==> src/zsc_pkg.sv <==
// ----------------------------------------------------------------------------
// zsc_pkg: shared definitions for the Z80 subset bus step core
// Request kinds, execution phases, prefix states, stop states and flag bit positions.
// ----------------------------------------------------------------------------
package zsc_pkg;

    typedef enum logic [2:0] {
        KIND_FETCH  = 3'd0,
        KIND_MEMRD  = 3'd1,
        KIND_MEMWR  = 3'd2,
        KIND_IORD   = 3'd3,
        KIND_IOWR   = 3'd4,
        KIND_HALTED = 3'd5,
        KIND_ERROR  = 3'd6
    } req_kind_t;

    typedef enum logic [2:0] {
        PH_IDLE   = 3'd0,
        PH_OPC    = 3'd1,
        PH_OP1    = 3'd2,
        PH_OP2    = 3'd3,
        PH_WRDONE = 3'd4,
        PH_MEMRD  = 3'd5,
        PH_IORD   = 3'd6
    } phase_t;

    typedef enum logic [2:0] {
        PFX_NONE  = 3'd0,
        PFX_IDX   = 3'd1,
        PFX_CBED  = 3'd2,
        PFX_DISP  = 3'd3,
        PFX_DONE  = 3'd4
    } prefix_t;

    typedef enum logic [1:0] {
        STOP_RUN   = 2'd0,
        STOP_HALT  = 2'd1,
        STOP_ERROR = 2'd2
    } stop_t;

    localparam int FS  = 7;
    localparam int FZ  = 6;
    localparam int FH  = 4;
    localparam int FPV = 2;
    localparam int FN  = 1;
    localparam int FC  = 0;

endpackage

==> src/z80_subset_core_bus_step_unit.sv <==
// ----------------------------------------------------------------------------
// z80_subset_core_bus_step_unit
// Z80 subset core that issues one bus request per input transaction.
// ----------------------------------------------------------------------------
// Each slave transaction carries the byte answering the previous bus request;
// the core answers with exactly one master transaction holding the next
// request (fetch, memory or I/O access, halted or error) together with the pc,
// accumulator and flags after the step. One transaction is taken per clock
// cycle while the master side keeps taking results: the accepted byte is held
// in an input register, decoded and executed by short combinational logic, and
// the result lands in an output register. The first transaction after reset
// loads start_pc and starts the first fetch; start_pc may be written at any
// time but only takes effect at that first step. Halt and unsupported opcodes
// are sticky until reset.
module z80_subset_core_bus_step_unit
    import zsc_pkg::*;
(
    input  logic        aclk,
    input  logic        aresetn,
    input  logic        cfg_valid,
    output logic        cfg_ready,
    input  logic [15:0] cfg_data,
    input  logic        s_tvalid,
    output logic        s_tready,
    input  logic [7:0]  s_tdata,   // read_data [7:0]
    output logic        m_tvalid,
    input  logic        m_tready,
    output logic [7:0]  m_tuser,   // req_kind [2:0], zero [7:3]
    output logic [63:0] m_tdata    // req_addr, req_data, pc_now, acc_now, flags_now, zero
);

    logic [15:0] start_pc_reg;
    logic [15:0] pc_reg, pc_next;
    logic [7:0]  rb_reg, rc_reg, rd_reg, re_reg, rh_reg, rl_reg, rf_reg, ra_reg;
    logic [7:0]  rb_next, rc_next, rd_next, re_next, rh_next, rl_next, rf_next, ra_next;
    logic [7:0]  alt_a_reg, alt_f_reg, alt_a_next, alt_f_next;
    phase_t      phase_reg, phase_next;
    logic [7:0]  op_reg, op_next, imm_reg, imm_next;
    prefix_t     pfx_reg, pfx_next;
    stop_t       stop_reg, stop_next;

    // Input register stage.
    logic        in_valid_reg;
    logic [7:0]  in_data_reg;
    // Output register stage.
    logic        out_valid_reg;
    req_kind_t   out_kind_reg, kind_c;
    logic [15:0] out_addr_reg, addr_c;
    logic [7:0]  out_data_reg, data_c;

    logic out_free, exec_go;
    assign out_free  = !out_valid_reg || m_tready;
    assign exec_go   = in_valid_reg && out_free;
    assign s_tready  = !in_valid_reg || out_free;
    assign cfg_ready = 1'b1;

    assign m_tvalid = out_valid_reg;
    assign m_tuser  = {5'd0, out_kind_reg};
    assign m_tdata  = {8'd0, rf_reg, ra_reg, pc_reg, out_data_reg, out_addr_reg};

    logic [15:0] bc, de, hl, t16, sum16;
    logic [16:0] add17;
    logic [7:0]  v, t8, cmp_r;
    logic [3:0]  op_k;
    logic        take;

    always_comb begin
        v = in_data_reg;
        pc_next = pc_reg;
        rb_next = rb_reg; rc_next = rc_reg; rd_next = rd_reg; re_next = re_reg;
        rh_next = rh_reg; rl_next = rl_reg; rf_next = rf_reg; ra_next = ra_reg;
        alt_a_next = alt_a_reg; alt_f_next = alt_f_reg;
        phase_next = phase_reg; op_next = op_reg; imm_next = imm_reg;
        pfx_next = pfx_reg; stop_next = stop_reg;
        kind_c = KIND_FETCH; addr_c = pc_reg; data_c = 8'd0;
        bc = {rb_reg, rc_reg}; de = {rd_reg, re_reg}; hl = {rh_reg, rl_reg};
        t16 = 16'd0; sum16 = 16'd0; add17 = 17'd0; t8 = 8'd0; cmp_r = 8'd0;
        op_k = 4'd0; take = 1'b0;
        // op_k: 0 fetch next opcode, 1 fetch operand, 2 fetch second operand,
        // 3 request already set, 4 halt, 5 error
        if (stop_reg != STOP_RUN) begin
            op_k = (stop_reg == STOP_HALT) ? 4'd4 : 4'd5;
        end else begin
            case (phase_reg)
                PH_IDLE: begin
                    pc_next  = start_pc_reg;
                    pfx_next = PFX_NONE;
                    op_k = 4'd0;
                end
                PH_OPC: begin
                    if (v inside {8'hcb, 8'hdd, 8'hfd, 8'hed}) begin
                        if (pfx_reg == PFX_NONE)
                            pfx_next = (v == 8'hdd || v == 8'hfd) ? PFX_IDX : PFX_CBED;
                        else if (pfx_reg == PFX_IDX && v == 8'hcb)
                            pfx_next = PFX_DISP;
                        else
                            pfx_next = PFX_DONE;
                        op_k = 4'd0;
                    end else if (pfx_reg == PFX_DISP) begin
                        pfx_next = PFX_DONE;
                        op_k = 4'd0;
                    end else if (pfx_reg != PFX_NONE) begin
                        op_k = 4'd5;
                    end else begin
                        op_next = v;
                        op_k = 4'd0;
                        case (v)
                            8'h00: ;
                            8'h02, 8'h12: begin
                                op_k = 4'd3; phase_next = PH_WRDONE;
                                kind_c = KIND_MEMWR; addr_c = (v == 8'h02) ? bc : de;
                                data_c = ra_reg;
                            end
                            8'h0a: begin
                                op_k = 4'd3; phase_next = PH_MEMRD;
                                kind_c = KIND_MEMRD; addr_c = bc;
                            end
                            8'h03: {rb_next, rc_next} = bc + 16'd1;
                            8'h0b: {rb_next, rc_next} = bc - 16'd1;
                            8'h13: {rd_next, re_next} = de + 16'd1;
                            8'h04, 8'h0c, 8'h14: begin
                                t8 = (v == 8'h04) ? rb_reg : (v == 8'h0c) ? rc_reg : rd_reg;
                                rf_next[FH]  = (t8[3:0] == 4'hf);
                                rf_next[FPV] = (t8 == 8'h7f);
                                t8 = t8 + 8'd1;
                                rf_next[FN] = 1'b0;
                                rf_next[FZ] = (t8 == 8'd0);
                                rf_next[FS] = t8[7];
                                if (v == 8'h04) rb_next = t8;
                                else if (v == 8'h0c) rc_next = t8;
                                else rd_next = t8;
                            end
                            8'h05, 8'h0d, 8'h15: begin
                                t8 = (v == 8'h05) ? rb_reg : (v == 8'h0d) ? rc_reg : rd_reg;
                                t8 = t8 - 8'd1;
                                rf_next[FPV] = (t8 == 8'h7f);
                                rf_next[FH]  = (t8[3:0] == 4'hf);
                                rf_next[FN] = 1'b1;
                                rf_next[FZ] = (t8 == 8'd0);
                                rf_next[FS] = t8[7];
                                if (v == 8'h05) rb_next = t8;
                                else if (v == 8'h0d) rc_next = t8;
                                else rd_next = t8;
                            end
                            8'h07: begin
                                ra_next = {ra_reg[6:0], ra_reg[7]};
                                rf_next[FC] = ra_reg[7]; rf_next[FN] = 1'b0; rf_next[FH] = 1'b0;
                            end
                            8'h0f: begin
                                ra_next = {ra_reg[0], ra_reg[7:1]};
                                rf_next[FC] = ra_reg[0]; rf_next[FN] = 1'b0; rf_next[FH] = 1'b0;
                            end
                            8'h17: begin
                                ra_next = {ra_reg[6:0], rf_reg[FC]};
                                rf_next[FC] = ra_reg[7]; rf_next[FN] = 1'b0; rf_next[FH] = 1'b0;
                            end
                            8'h08: begin
                                alt_a_next = ra_reg; alt_f_next = rf_reg;
                                ra_next = alt_a_reg; rf_next = alt_f_reg;
                            end
                            8'h09, 8'h19: begin
                                t16 = (v == 8'h09) ? bc : de;
                                add17 = {1'b0, hl} + {1'b0, t16};
                                sum16 = add17[15:0];
                                rf_next[FC] = add17[16];
                                rf_next[FN] = 1'b0;
                                rf_next[FH] = hl[12] ^ t16[12] ^ sum16[12];
                                {rh_next, rl_next} = sum16;
                            end
                            8'hb7: begin
                                rf_next[FC] = 1'b0; rf_next[FH] = 1'b0; rf_next[FN] = 1'b0;
                                rf_next[FZ] = (ra_reg == 8'd0);
                                rf_next[FPV] = ~(^ra_reg);
                                rf_next[FS] = ra_reg[7];
                            end
                            8'h10: begin
                                rb_next = rb_reg - 8'd1;
                                op_k = 4'd1;
                            end
                            8'h01, 8'h06, 8'h0e, 8'h11, 8'h16, 8'h18,
                            8'h28, 8'h32, 8'h3e, 8'hd3, 8'hdb, 8'hfe: op_k = 4'd1;
                            8'h76: op_k = 4'd4;
                            default: op_k = 4'd5;
                        endcase
                    end
                end
                PH_OP1: begin
                    op_k = 4'd0;
                    case (op_reg)
                        8'h01: begin rc_next = v; op_k = 4'd2; end
                        8'h11: begin re_next = v; op_k = 4'd2; end
                        8'h32: begin imm_next = v; op_k = 4'd2; end
                        8'h06: rb_next = v;
                        8'h0e: rc_next = v;
                        8'h16: rd_next = v;
                        8'h3e: ra_next = v;
                        8'hfe: begin
                            cmp_r = ra_reg - v;
                            rf_next[FC]  = (ra_reg < v);
                            rf_next[FH]  = (ra_reg[3:0] < v[3:0]);
                            rf_next[FN]  = 1'b1;
                            rf_next[FZ]  = (cmp_r == 8'd0);
                            rf_next[FPV] = (ra_reg[7] ^ v[7]) & (ra_reg[7] ^ cmp_r[7]);
                            rf_next[FS]  = cmp_r[7];
                        end
                        8'h10, 8'h18, 8'h28: begin
                            take = (op_reg == 8'h18) || (op_reg == 8'h10 && rb_reg != 8'd0) ||
                                   (op_reg == 8'h28 && rf_reg[FZ]);
                            if (take) pc_next = pc_reg + {{8{v[7]}}, v};
                        end
                        8'hd3: begin
                            op_k = 4'd3; phase_next = PH_WRDONE;
                            kind_c = KIND_IOWR; addr_c = {ra_reg, v}; data_c = ra_reg;
                        end
                        8'hdb: begin
                            op_k = 4'd3; phase_next = PH_IORD;
                            kind_c = KIND_IORD; addr_c = {ra_reg, v};
                        end
                        default: op_k = 4'd5;
                    endcase
                end
                PH_OP2: begin
                    op_k = 4'd0;
                    case (op_reg)
                        8'h01: rb_next = v;
                        8'h11: rd_next = v;
                        8'h32: begin
                            op_k = 4'd3; phase_next = PH_WRDONE;
                            kind_c = KIND_MEMWR; addr_c = {v, imm_reg}; data_c = ra_reg;
                        end
                        default: op_k = 4'd5;
                    endcase
                end
                PH_MEMRD, PH_IORD: begin
                    ra_next = v;
                    op_k = 4'd0;
                end
                PH_WRDONE: op_k = 4'd0;
                default: op_k = 4'd5;
            endcase
        end
        case (op_k)
            4'd0, 4'd1, 4'd2: begin
                kind_c = KIND_FETCH; addr_c = pc_next; data_c = 8'd0;
                pc_next = pc_next + 16'd1;
                phase_next = (op_k == 4'd0) ? PH_OPC : (op_k == 4'd1) ? PH_OP1 : PH_OP2;
            end
            4'd3: ;
            4'd4: begin
                stop_next = STOP_HALT; kind_c = KIND_HALTED; addr_c = 16'd0; data_c = 8'd0;
            end
            default: begin
                stop_next = STOP_ERROR; kind_c = KIND_ERROR; addr_c = 16'd0; data_c = 8'd0;
            end
        endcase
    end

    always_ff @(posedge aclk) begin
        if (!aresetn) begin
            start_pc_reg <= 16'd0;
            pc_reg <= 16'd0;
            rb_reg <= 8'd0; rc_reg <= 8'd0; rd_reg <= 8'd0; re_reg <= 8'd0;
            rh_reg <= 8'd0; rl_reg <= 8'd0; rf_reg <= 8'd0; ra_reg <= 8'd0;
            alt_a_reg <= 8'd0; alt_f_reg <= 8'd0;
            phase_reg <= PH_IDLE; op_reg <= 8'd0; imm_reg <= 8'd0;
            pfx_reg <= PFX_NONE; stop_reg <= STOP_RUN;
            in_valid_reg <= 1'b0; out_valid_reg <= 1'b0;
        end else begin
            if (cfg_valid) start_pc_reg <= cfg_data;
            if (s_tvalid && s_tready) begin
                in_valid_reg <= 1'b1;
                in_data_reg  <= s_tdata;
            end else if (exec_go) begin
                in_valid_reg <= 1'b0;
            end
            if (exec_go) begin
                pc_reg <= pc_next;
                rb_reg <= rb_next; rc_reg <= rc_next; rd_reg <= rd_next; re_reg <= re_next;
                rh_reg <= rh_next; rl_reg <= rl_next; rf_reg <= rf_next; ra_reg <= ra_next;
                alt_a_reg <= alt_a_next; alt_f_reg <= alt_f_next;
                phase_reg <= phase_next; op_reg <= op_next; imm_reg <= imm_next;
                pfx_reg <= pfx_next; stop_reg <= stop_next;
                out_kind_reg <= kind_c; out_addr_reg <= addr_c; out_data_reg <= data_c;
                out_valid_reg <= 1'b1;
            end else if (m_tready) begin
                out_valid_reg <= 1'b0;
            end
        end
    end

endmodule

==> config.mk <==
export PLATFORM = sky130hd
export DESIGN_NAME = z80_subset_core_bus_step_unit
export DESIGN_NICKNAME = d
export VERILOG_FILES = /design/src/zsc_pkg.sv /design/src/z80_subset_core_bus_step_unit.sv
export SDC_FILE = /design/constraint.sdc
export NUM_CORES = 1
export LEC_CHECK = 0
export BUFFER_PORTS_ARGS = -buffer_cell sky130_fd_sc_hd__buf_2
export CORE_MARGIN = 3
export CORE_UTILIZATION = 65
export CTS_CLUSTER_DIAMETER = 30
export CTS_CLUSTER_SIZE = 30
export DETAILED_ROUTE_END_ITERATION = 12
export GPL_TIMING_DRIVEN = 0
export PLACE_DENSITY_LB_ADDON = 0.05
export SLEW_MARGIN = 0
export SYNTH_ARGS = -nofsm -noshare
export SYNTH_HDL_FRONTEND = slang
export SYNTH_SLANG_ARGS = --single-unit
export TNS_END_PERCENT = 1
==> constraint.sdc <==
create_clock -name aclk -period 7.45 [get_ports aclk]
set_input_delay 1.49 -clock aclk [delete_from_list [all_inputs] [get_ports aclk]]
set_output_delay 1.49 -clock aclk [all_outputs]
set_load 0.05 [all_outputs]
# == Word-level counts from Yosys, hierarchy flattened ==
# Index checks and enable logic that the tools add are counted.
# totals
ff_bits,173
elab_cells,349
output_inout_bits,75
input_bits,29
# classes
order_cmp,2
mux,124
n_addsub,10
bitwise,12
eq_ne,103
reduce_logical,71
# op_table
cell,count
$mux 8,45
$mux 16,12
$pmux 8 s3,5
$eq 8x5->1 const B,14
$pmux 16 s2,3
$eq 8x8->1 const B,11
$eq 8x4->1 const B,9
$pmux 8 s4,2
$add 16x1->16 const B,3
$eq 8x6->1 const B,6
$mux 3,16
$pmux 16 s3,1
$reduce_and 8->1,6
$eq 8x3->1 const B,5
$logic_not 8->1,5
$pmux 8 s5,1
$ne 3x3->1 const B,13
$pmux 3 s2,6
$pmux 3 s3,4
$pmux 8 s2,2
$eq 8x7->1 const B,3
$pmux 3 s4,2
$reduce_or 3->1,6
$add 16x16->17,1
59 further kinds,141

# == Depth between registers and ports, before layout ==
# depth
depth_word,12
depth_mapped,20
mapped_depth_nobuf,17

# == Worst setup path after synthesis ==
# No wires, ideal clock.
# synth_path
kind,register -> register
from,register in_data_reg[7]
to,register rf_reg[0]
path_slack_ps,3371
path_stages_with_launch,21
arrival_time_ps,3956
t_required_ps,7327
setup_ps,123
cell_sequence,edfxtp_1 -> clkbuf_1 -> or4_1 -> clkbuf_1 -> nor3_1 -> nand2_1 -> clkbuf_1 -> nand2_1 -> o21ai_0 -> ha_1 -> fa_1 -> a21o_1 -> a21oi_1 -> o21ai_0 -> nand3_1 -> a31oi_1 -> a31o_2 -> nand2_1 -> nand3_1 -> nand3_1 -> a31oi_1
# synth_between
elab_chain_len,8
elab_cells_between_ends,26
classes_between,1 x add/sub; 1 x order compare; 13 x eq/ne; 7 x mux; 4 x reduce/logical
# synth_rtl
element,line,rtl
from (decl),z80_subset_core_bus_step_unit.sv:44,logic [7:0] in_data_reg;
from (signal assigned),z80_subset_core_bus_step_unit.sv:272,in_data_reg <= s_tdata;
$eq 8x4->1,"z80_subset_core_bus_step_unit.sv:107, z80_subset_core_bus_step_unit.sv:162",
$mux 16,z80_subset_core_bus_step_unit.sv:162,t16 = (v == 8'h09) ? bc : de;
$add 16x16->17,z80_subset_core_bus_step_unit.sv:163,"add17 = {1'b0, hl} + {1'b0, t16};"
$pmux 1 s5,z80_subset_core_bus_step_unit.sv:107,case (v)
$mux 8,z80_subset_core_bus_step_unit.sv:102,end else if (pfx_reg != PFX_NONE) begin
$mux 8,z80_subset_core_bus_step_unit.sv:99,end else if (pfx_reg == PFX_DISP) begin
$mux 8,z80_subset_core_bus_step_unit.sv:91,"if (v inside {8'hcb, 8'hdd, 8'hfd, 8'hed}) begin"
$pmux 3 s2,z80_subset_core_bus_step_unit.sv:84,case (phase_reg)
to (signal assigned),z80_subset_core_bus_step_unit.sv:279,rh_reg <= rh_next; rl_reg <= rl_next; rf_reg <= rf_next; ra_reg <= ra_next;
to (decl),z80_subset_core_bus_step_unit.sv:34,"logic [7:0] rb_reg, rc_reg, rd_reg, re_reg, rh_reg, rl_reg, rf_reg, ra_reg;"
# Several ways; a longest one is shown, not always the timed one. The select of a mux whose other input is x is not followed.
# A chain may end at the register's enable or synchronous reset.

# == Worst setup path in the final report ==
# layout_path
from,register in_data_reg[3]
to,register rf_reg[4]
# layout_between
elab_chain_len,10
elab_cells_between_ends,43
classes_between,2 x add/sub; 1 x order compare; 21 x eq/ne; 11 x mux; 2 x bitwise; 6 x reduce/logical
# layout_rtl
element,line,rtl
$eq 8x4->1,"z80_subset_core_bus_step_unit.sv:107, z80_subset_core_bus_step_unit.sv:134",
$mux 8 (2 in a row),z80_subset_core_bus_step_unit.sv:134,t8 = (v == 8'h05) ? rb_reg : (v == 8'h0d) ? rc_reg : rd_reg;
$sub 8x1->8,z80_subset_core_bus_step_unit.sv:135,t8 = t8 - 8'd1;
$eq 4x4->1,z80_subset_core_bus_step_unit.sv:137,rf_next[FH] = (t8[3:0] == 4'hf);
$pmux 1 s5,z80_subset_core_bus_step_unit.sv:107,
$mux 8,z80_subset_core_bus_step_unit.sv:102,
$mux 8,z80_subset_core_bus_step_unit.sv:99,
$mux 8,z80_subset_core_bus_step_unit.sv:91,
$pmux 1 s2,z80_subset_core_bus_step_unit.sv:84,
# Several ways; a longest one is shown, not always the timed one. The select of a mux whose other input is x is not followed.

==> reports/results.ini <==
[sta]
finClkSkew_ns=0.0121
slew_viol_final=0
finalSetupViolCount=0
rsz0062_at_grt=no
fin_tns_setup_ns=0
post-route-min-period_ns=6.15
hold_violations=0
slew_headroom_pct=14.1
min_period_over_period_pct=82.6
worstMarginPinSlew_ns=1.28
max_freq_ghz=0.162

[final_layout]
final_common_cell=nand2_1
fillers=1610
final_cells=2119
num_antenna_cells=0
multiInputGateArea_sq_um=8650
drive_above_1_share_pct=9.82
seq_area_sq_um=3810
areaGrowthSynthToFinish_pct=10.8
num-nets-final=1927
mostFrequentLayoutCells=nand2_1 (208), nor2_1 (188), a21oi_1 (149), dfxtp_1 (138), clkbuf_1 (116)

[floorplanning]
start_util_pct=66.9
fp-row-count=51
die_width_um=148
dieArea_sq_um=22000
die_h_um=148
core_area_sq_um=19700
pin_count=104

[placed_design]
place_hpwl_mm=38.1
port_buffers=88
gp_congestion=1.07
dp.cells=2086

[pwr]
power_frac_comb_pct=32.5
p_sw_share_pct=39.2
power.density_nw_per_um2=202
p_leak_nw=5.57
seqPwrFrac_pct=35.4
clockPowerShare_pct=32.1
switchingPower_mw=1.16
ir_worst_vdd_v=0.000172
internal_power_mw=1.79

[clock_tree]
cts_resized=0
clk_pin_slew_ns=0.07
cts_sinks=173
cts_buffers=17
clk-insertion-delay-late_ns=0.46
ctsHoldBuffers=0
cts_tree=yes
post-cts-setup-buffer-count=0
root_buffer=clkbuf_16
cts_max_level=4
clock_path_buffers=2

[worst_setup_path]
cp_max_fo=10
cp_slowest_stage_delay_ns=0.98
r2r_slack_ns=1.30
worstSetupPathType=reg2reg
critPathSlowestCell=nor3_1
reg2reg_depth=19
rr_startpoint=in_data_reg[3]$_DFFE_PP_
reg2reg_to=rf_reg[4]$_SDFFE_PN0P_
crit_path_cell_trace=clkbuf_1 -> clkbuf_1 -> inv_1 -> nor3_1 -> nand2_1 -> clkbuf_1 -> nand2_1 -> o21ai_0 -> ha_1 -> fa_1 -> a21o_1 -> a21oi_1 -> o21ai_0 -> nand3_1 -> a31oi_1 -> a22oi_1 -> o21ai_0 -> a211oi_1 -> nor3_1
critical_path_required_ns=7.74
crit_arrival_ns=6.44
cp-start-kind=register
cp-end-kind=register

[global_route]
grt_max_degree=32
grt_pass1_vias=13742
grt_usage_pct=45.1
overflow=0
grt_pass1_wl_mm=77.1
antenna_found_initial=0

[synthesis]
ys_warn_count=0
synth_edf_count=35
synth_flop_cell=dfxtp_1
seq_area_frac_synth_pct=29.0
ys_types=88
ys_seq_elements=173
avgSynthCellArea_sq_um=7.64
ys_async_sr_fraction_pct=0
netlist_instances=1721
syn_area_sq_um=13200

[min_path]
holdPathEnd=alt_a_reg[1]$_SDFFE_PN0P_
hp-start=alt_a_reg[1]$_SDFFE_PN0P_
hp-class=reg2reg
whs_path_depth=2

[detailed_routing]
first_pass_iters=9
route.vias.total=14947
drt_iter0_drc=2489
drc_errors=0
via_per_inst=7.05
wl_per_cell_um=24.2
drtAntennaViolNets=0
wl_mm=51.4

[run_status]
outcome=finished clean

[flow_run]
maxCapViolations=0

## cell families after synthesis
logic type	Yosys count	synth area share [%]
XOR/XNOR	71	4.73
buffers and inverters	179	5.62
adder cells (fa/ha/maj)	57	5.59
flip-flops	173	29.0
AND/OR/NAND/NOR	676	24.7
other	2	0.0571
AO/OA/AOI/OAI	498	25.2
multiplexers	65	5.11
## cell usage after synthesis, types with 15 or more instances
master	instances	area (sq um)
ha_1	54	676
inv_1	39	146
mux2_2	17	191
a221oi_1	18	158
xnor2_1	45	394
o21ai_0	80	400
o22ai_1	22	138
nor3_1	55	275
nand2_1	208	781
nor2_1	188	706
dfxtp_1	138	2760
nand2b_1	20	125
a21oi_1	149	746
mux2i_1	48	480
clkbuf_1	113	424
o211ai_1	15	113
edfxtp_1	35	1050
xor2_1	26	228
nand3_1	54	270
a21o_1	16	120
nor2b_1	22	138
a31oi_1	29	181
a22oi_1	28	210
and3_1	24	150
## layer usage
metal  vias up  GRT usage, %  share of wire, %
met5         -             0                 0
met4         0          31.7               8.5
met3       365          12.9                14
met2      1261          69.7                43
met1      6790          54.2                34
li1       6531             -                 -
## power groups by stage
| stage | registers (mW) | logic (mW) | clock network [mW] |
|---|---|---|---|
| detailed placement | 1.06 | 0.902 | 0 |
| global placement | 1.06 | 0.885 | 0 |
| finish | 1.04 | 0.959 | 0.948 |
| global route | 1.05 | 1.01 | 0.964 |
| CTS | 1.04 | 0.911 | 0.934 |
| floorplan | 1.11 | 0.585 | 0 |
## worst max-delay path by stage
stage,startpoint,endpoint,slack [ns],depth (start not counted)
final,in_data_reg[3]$_DFFE_PP_,rf_reg[4]$_SDFFE_PN0P_,1.30,19
after global routing,in_data_reg[3]$_DFFE_PP_,rf_reg[4]$_SDFFE_PN0P_,1.16,19
after global placement,in_data_reg[3]$_DFFE_PP_,rf_reg[4]$_SDFFE_PN0P_,1.85,19
after CTS,in_data_reg[3]$_DFFE_PP_,rf_reg[4]$_SDFFE_PN0P_,1.80,19
after floorplan,in_data_reg[7]$_DFFE_PP_,rf_reg[0]$_SDFFE_PN0P_,3.37,20
after detailed placement,in_data_reg[3]$_DFFE_PP_,rf_reg[4]$_SDFFE_PN0P_,1.82,19
## stage by stage
step / setup slack [ns] / hold WS, ns / cell area (sq um) / utilization [%] / total power, mW
floorplan: 3.37 / 0.432 / 13200 / - / 1.69
global placement: 1.85 / 0.438 / 14000 / 71.1 / 1.94
detailed placement: 1.82 / 0.447 / 14000 / 71.1 / 1.96
CTS: 1.80 / 0.456 / 14600 / 74.1 / 2.88
global route: 1.16 / 0.476 / 14600 / 74.1 / 3.02
finish: 1.30 / 0.457 / 14600 / 74.1 / 2.95
## worst max-delay path, delay by kind of cell, from the launching register on
| kind | cells | cell delay [ns] |
|---|---|---|
| AOI/OAI and AO/OA | 8 | 1.74 |
| buffers and inverters | 4 | 1.55 |
| adders and majority gates | 2 | 0.77 |
| and+or+nand+nor | 5 | 1.50 |
| DFF | 1 | 0.41 |
## area by class of cell
class / count / share of cell area, %
multi-input cells: 1381 / 59.4
flip-flops and latches: 173 / 26.2
plain buffers: 140 / 4.07
clock buffers: 21 / 3.16
repair buffers: 89 / 3.05
well taps: 265 / 2.28
inverters: 39 / 1.00
clock inverters: 11 / 0.910
Note: power is estimated with default switching activity, not from simulation.
